[src/sv/gcd_pkg.sv]
// shared constants and types for the great circle distance pipeline
package gcd_pkg;

  localparam int unsigned ANGLE_FRAC_BITS = 22;

  // angle to turn conversion: q = (m * 2^(29-F) + 22) / 45
  localparam int unsigned TURN_SHL   = 29 - ANGLE_FRAC_BITS;
  localparam logic [5:0]  TURN_DIV   = 6'd45;
  localparam logic [5:0]  TURN_BIAS  = 6'd22;

  // floor(m / 45) = (m * (2^32 + RECIP_LO)) >> 38 for any 32-bit m
  localparam logic [30:0] RECIP_LO    = 31'd1813430637;
  localparam int unsigned RECIP_SHIFT = 38;
  localparam int unsigned QUO_W       = 26;
  // remainder part: floor(x / 45) = (x * FRAC_RECIP) >> FRAC_K for x below 45 * 2^TURN_SHL + 22
  localparam int unsigned FRAC_K      = TURN_SHL + 12;
  localparam logic [20:0] FRAC_RECIP  = 21'(((64'd1 << FRAC_K) + 64'd44) / 64'd45);

  localparam int unsigned CW           = 34;
  localparam int unsigned CORDIC_STEPS = 30;
  localparam int unsigned SQRT_STEPS   = 31;
  localparam int unsigned SQ_W         = 62;

  typedef logic signed [CW-1:0] cw_t;

  localparam cw_t CORDIC_START = 34'sd652032874;
  localparam cw_t Q30_ONE      = 34'sd1073741824;
  localparam cw_t HALF_TURN    = 34'sd2147483648;

  localparam logic [29:0] ATAN_TURN [CORDIC_STEPS] = '{
    30'h20000000, 30'h12E4051E, 30'h09FB385B, 30'h051111D4, 30'h028B0D43,
    30'h0145D7E1, 30'h00A2F61E, 30'h00517C55, 30'h0028BE53, 30'h00145F2F,
    30'h000A2F98, 30'h000517CC, 30'h00028BE6, 30'h000145F3, 30'h0000A2FA,
    30'h0000517D, 30'h000028BE, 30'h0000145F, 30'h00000A30, 30'h00000518,
    30'h0000028C, 30'h00000146, 30'h000000A3, 30'h00000051, 30'h00000029,
    30'h00000014, 30'h0000000A, 30'h00000005, 30'h00000003, 30'h00000001
  };

  localparam logic [32:0] METER_SCALE = 33'd5123615706;
  localparam logic [28:0] DIST_MAX    = 29'd320226000;

endpackage

[src/sv/gcd_turn.sv]
// pipelined conversion of a signed angle to a 32-bit binary angle
module gcd_turn import gcd_pkg::*; (
  input  logic              clk_i,
  input  logic              rst_ni,
  input  logic              en_i,
  input  logic              vld_i,
  input  logic signed [31:0] ang_i,
  output logic              vld_o,
  output logic [31:0]       turn_o
);

  logic [31:0]         mag;
  logic [64:0]         full;
  logic [31:0]         quo45;
  logic [19:0]         fx;
  logic [40:0]         fprod;
  logic [31:0]         qlo;

  logic [5:0]          vld_q;
  logic [4:0]          neg_q;
  logic [31:0]         mag_a_q, mag_b_q, mag_c_q;
  logic [62:0]         prod_q;
  logic [QUO_W-1:0]    quo_c_q, quo_d_q, quo_e_q;
  logic [5:0]          rem_q;
  logic [TURN_SHL-1:0] frac_q;
  logic [31:0]         turn_q;

  assign mag   = ang_i[31] ? 32'(-ang_i) : 32'(ang_i);
  // magnitude over 45 by reciprocal, the top part of the reciprocal is 2^32
  assign full  = {1'b0, mag_b_q, 32'b0} + 65'(prod_q);
  assign quo45 = 32'(quo_c_q) * 32'(TURN_DIV);
  // low quotient bits come from the remainder alone
  assign fx    = (20'(rem_q) << TURN_SHL) + 20'(TURN_BIAS);
  assign fprod = 41'(fx) * 41'(FRAC_RECIP);
  assign qlo   = 32'({quo_e_q, frac_q});

  always_ff @(posedge clk_i or negedge rst_ni) begin
    if (!rst_ni) begin
      vld_q <= '0;
    end else if (en_i) begin
      vld_q <= {vld_q[4:0], vld_i};
    end
  end

  always_ff @(posedge clk_i) begin
    if (en_i) begin
      mag_a_q <= mag;
      neg_q   <= {neg_q[3:0], ang_i[31]};
      prod_q  <= 63'(mag_a_q) * 63'(RECIP_LO);
      mag_b_q <= mag_a_q;
      quo_c_q <= full[RECIP_SHIFT +: QUO_W];
      mag_c_q <= mag_b_q;
      rem_q   <= 6'(mag_c_q - quo45);
      quo_d_q <= quo_c_q;
      frac_q  <= fprod[FRAC_K +: TURN_SHL];
      quo_e_q <= quo_d_q;
      turn_q  <= neg_q[4] ? -qlo : qlo;
    end
  end

  assign vld_o  = vld_q[5];
  assign turn_o = turn_q;

endmodule

[config.mk]
export PLATFORM = sky130hd
export DESIGN_NAME = gcd_turn
export DESIGN_NICKNAME = d
export VERILOG_FILES = /design/src/sv/gcd_pkg.sv /design/src/sv/gcd_turn.sv
export SDC_FILE = /design/constraint.sdc
export NUM_CORES = 1
export LEC_CHECK = 0
export ABC_AREA = 1
export BUFFER_PORTS_ARGS = -buffer_cell sky130_fd_sc_hd__buf_2
export CAP_MARGIN = 20
export CORE_MARGIN = 2
export CORE_UTILIZATION = 55
export DETAILED_ROUTE_END_ITERATION = 10
export GPL_ROUTABILITY_DRIVEN = 0
export PLACE_DENSITY = 0.73
export SYNTH_ARGS = -nofsm -noshare
export SYNTH_HDL_FRONTEND = slang
export SYNTH_SLANG_ARGS = --single-unit
export TNS_END_PERCENT = 10
[constraint.sdc]
create_clock -name clk_i -period 15 [get_ports clk_i]
set_clock_uncertainty 0.05 [all_clocks]
set_input_delay 1.5 -clock clk_i [delete_from_list [all_inputs] [get_ports clk_i]]
set_output_delay 1.5 -clock clk_i [all_outputs]
set_load 0.01 [all_outputs]
== After elaboration in Yosys (flattened, before gate mapping) ==
Index checks and enable logic that the tools add are counted.

* Add/subtract/negate cells: 5
* Muxes and demuxes: 2
* Multipliers: 3

{| class="wikitable"
|+ Operator list
! kind !! number
|-
| $add 64x63->64 || 1
|-
| $neg 32->32 || 2
|-
| $mul 32x31->63 const B || 1
|-
| $mux 32 || 1
|-
| $mux 31 || 1
|-
| $mul 14x14->26 const B || 1
|-
| $mul 26x6->6 const B || 1
|-
| $add 13x5->14 const B || 1
|-
| $sub 6x6->6 || 1
|}

* Word-level logic and storage cells: 23
* Input bits: 36
* Output and inout port bits: 33
* Bits in registers: 265

== Longest topological paths before layout ==
* Word-level depth: 2
* Depth in mapped cells: 28
* Mapped depth without buffers: 28

== Worst setup path before layout ==
OpenSTA, ideal clock, no wires.

* Kind: register to register
* Start point: register mag_a_q[3]
* End point: register prod_q[55] (data pin)
* Data required time: 14.698 ns
* Setup slack: 8.998 ns
* Path buffers: 0
* Setup time: 0.252 ns
* Period minus slack after synthesis: 6.002 ns
* Arrival: 5.700 ns
* Cell stages (with the launch flop): 25
* Cell sequence: edfxtp_1 -> ha_1 -> xnor2_1 -> inv_1 -> ha_1 -> or2_2 -> ha_1 -> xnor2_1 -> fa_1 -> inv_1 -> fa_1 -> fa_1 -> fa_1 -> inv_1 -> fa_1 -> inv_1 -> ha_1 -> nand2_1 -> o21ai_0 -> a21oi_1 -> nand2_1 -> a21oi_1 -> nand2_1 -> nand2_1 -> nand2_1

* Longest elaborated chain between the ends: 1

{| class="wikitable"
|+ Ends and longest elaborated chain
! what !! line !! RTL
|-
| from (decl) || gcd_turn.sv:21 || <nowiki>logic [31:0] mag_a_q, mag_b_q, mag_c_q;</nowiki>
|-
| from (signal assigned) || gcd_turn.sv:47 || <nowiki>mag_a_q <= mag;</nowiki>
|-
| $mul 32x31->63 || gcd_turn.sv:49 || <nowiki>prod_q <= 63'(mag_a_q) * 63'(RECIP_LO);</nowiki>
|-
| to (signal assigned) || gcd_turn.sv:49 ||
|-
| to (decl) || gcd_turn.sv:22 || <nowiki>logic [62:0] prod_q;</nowiki>
|}

No other way between the ends.
A chain may end at the register's enable or synchronous reset.

== Worst setup path in the final report ==
* Start point: register mag_a_q[4]
* End point: register prod_q[60] (data pin)

The elaborated chain is that of the path after synthesis.

==> flow_summary.json <==
{
  "synth_xor_area_share_pct": 3.745,
  "synthDistinctLibCells": 49,
  "wl_met3_um": 5276,
  "area_growth_pct": 7.050,
  "post-cts-setup-buffers": 0,
  "synth_area_leader_cell": "edfxtp_1",
  "async_flop_share_pct": 2.597,
  "rsz0062_at_grt": "no",
  "slew_viol_final": 0,
  "min_from": "quo_d_q[12]",
  "fin_nets": 4304,
  "synth_compound_area_share_pct": 5.497,
  "die_w_um": 238.1,
  "dieArea_um2": 56680,
  "rows": 85,
  "drv_cap": 0,
  "clock.fmax_mhz": 140.9,
  "port_buffers": 68,
  "overflow": 0,
  "wl_met1_um": 31500,
  "path_class": "reg -> reg",
  "insertion_delay_ns": 0.60,
  "hpwlAfterDp_um": 67960,
  "routedWlPerCell_um": 18.90,
  "grt_pass1_vias": 23318,
  "cts_buffers": 27,
  "worstPathMaxFanout": 8,
  "grt_max_degree": 109,
  "avgViaCountPerCell": 5.402,
  "holdCritPathClass": "reg -> reg",
  "cp.required_ns": 15.29,
  "synth_top_cell_area_share_pct": 22.42,
  "cts_root_buffer": "clkbuf_16",
  "wl_met2_um": 36950,
  "n_antenna_cell": 0,
  "maxSlewHeadroom_pct": 35.45,
  "top_layer": "met4",
  "start_util_pct": 55.78,
  "holdPathStages": 0,
  "ioPinCount": 69,
  "outcome": "completed",
  "place_inst": 4118,
  "syn_inst": 3358,
  "start_kind": "flop",
  "vias": 22510,
  "min_period_ns": 7.099,
  "synth_ff_type": "edfxtp_1",
  "cts-hold-fix-buffers": 0,
  "clock-sinks": 231,
  "worstPathArrival_ns": 7.39,
  "worstHoldEndpoint": "quo_e_q[12]",
  "drtPass1Iterations": 7,
  "r2r_end": "prod_q[60]",
  "seq_area_frac_synth_pct": 22.92,
  "synth_most_common_cell": "inv_1",
  "setup_viol": 0,
  "grt_antenna_before_repair": 1,
  "grt_pass1_wl_um": 124700,
  "synth_edf_count": 225,
  "crit_start": "mag_a_q[4]",
  "r2r_start": "mag_a_q[4]",
  "end_kind": "flop",
  "route.detailed.drc": 0,
  "cts_tree": "done",
  "grt_use_total_pct": 28.83,
  "fin_crit_sh_pct": 47.33,
  "synthAdderAreaFrac_pct": 42.29,
  "drive_gt1_share_pct": 6.770,
  "multiInputGateArea_um2": 19970,
  "synth-seq-cells": 231,
  "reg2reg_setup_slack_ns": 7.90,
  "drt_wl_total_um": 78750,
  "yosys-top-cells-area": "edfxtp_1 (22%), fa_1 (22%), ha_1 (20%)",
  "regArea_um2": 6907,
  "synthMuxAreaShare_pct": 0.07474,
  "ant_nets": 0,
  "clock_path_buffers": 3,
  "post-route-util_pct": 59.71,
  "synth_top_family_by_area": "adder cells",
  "fp.dieH_um": 238.1,
  "drt-initial-drc-count": 1689,
  "synth-simple-area-share_pct": 14.64,
  "netlist_area_um2": 30130,
  "ctsResizeCount": 0,
  "fin_cells": 4167,
  "synth.net_count": 4211,
  "hold_viol": 0,
  "ys_warn_count": 0,
  "worstMarginPinSlew_ns": 0.9682,
  "whs_ns": 0.3676,
  "synth_commonest_cells": "inv_1 (843), nand2_1 (577), ha_1 (481), fa_1 (336), edfxtp_1 (225)",
  "reg2reg_depth": 26,
  "nFillCells": 4587,
  "synth.avg_cell_area_um2": 8.974,
  "tns_ns": 0,
  "coreArea_um2": 54030,
  "htree_levels": 1,
  "clk_pin_slew_ns": 0.06
}
## registers in the layout, summed over array words and instances (netlist names)
signal,count
turn_o,32
prod_q,31
rem_q,6
neg_q,5
quo_d_q,25
mag_a_q,32
mag_b_q,31
quo_e_q,25
quo_c_q,25
frac_q,7
vld_q,6
mag_c_q,6
## worst max-delay path, stage by stage (launching register included)
cell      delay (ns)
edfxtp_1        0.61
ha_1            0.44
xnor2_1         0.24
inv_1           0.16
ha_1            0.22
or2_2           0.30
ha_1            0.32
a21oi_1         0.43
fa_1            0.51
inv_1           0.08
fa_1            0.43
fa_1            0.47
fa_1            0.49
inv_1           0.05
fa_1            0.49
inv_1           0.04
ha_1            0.35
a21oi_1         0.25
inv_1           0.07
nor2_1          0.13
o21ai_1         0.11
nand2_1         0.09
nand2_1         0.12
a21oi_1         0.21
nand2_1         0.07
nand2_1         0.05
nand2_1         0.04
## worst max-delay path by stage
stage	endpoint	cells after the start	slack [ns]
global route	prod_q[60]	26	7.69
finish	prod_q[60]	26	7.90
detailed placement	prod_q[60]	26	8.07
global placement	prod_q[45]	23	8.12
CTS	prod_q[60]	26	8.06
floorplan	prod_q[55]	24	9.00
## layer usage
metal	vias up	GRT usage, %
li1	10730	-
met1	10694	36.15
met2	851	49.21
met3	235	3.424
met4	0	15.00
met5	-	0
## cells by family (layout without fill, tap and decap cells)
group,count (synthesis),in the layout
AND/OR/NAND/NOR,1008,1008
AO/OA/AOI/OAI,304,304
adder cells (fa/ha/maj),817,817
buffers and inverters,868,981
XOR/XNOR,128,128
flip-flops,231,231
multiplexers,2,2
## cells in the final DEF (no fill, tap or decap), types with 6 or more instances in the layout
master and n:
inv_2 16, a21oi_1 151, nand3_1 98, xor2_1 89, a21o_1 13, nor4_1 7
nand4_1 28, clkinv_2 6, xnor2_1 38, inv_1 843, fa_1 336, nor2_2 31
nand2_1 577, edfxtp_1 225, nand3_2 6, buf_2 67, o21ai_1 17, clkbuf_16 27
nor2_1 180, nand3b_1 6, dfrtp_1 6, o21bai_1 12, nor3_1 15, ha_1 481
nand2_2 17, or2_2 15, o21ai_0 88, nor3_2 14
## metrics by stage
step / setup slack [ns] / cell area [µm²]
finish: 7.901 / 32260
global route: 7.685 / 32260
CTS: 8.060 / 32260
detailed placement: 8.071 / 31350
global placement: 8.115 / 31350
floorplan: 8.998 / 30130
## cell type report
class	count	share of cell area [%]
Multi-Input combinational cell	2259	61.89
Tap cell	696	2.700
Clock buffer	29	2.118
Inverter	861	10.02
Timing Repair Buffer	71	1.156
Sequential cell	231	21.41
Clock inverter	20	0.7059
Power is left out: the tool's default activity adds up to more than one toggle a clock period on the data nets, which glitch-free logic cannot reach.
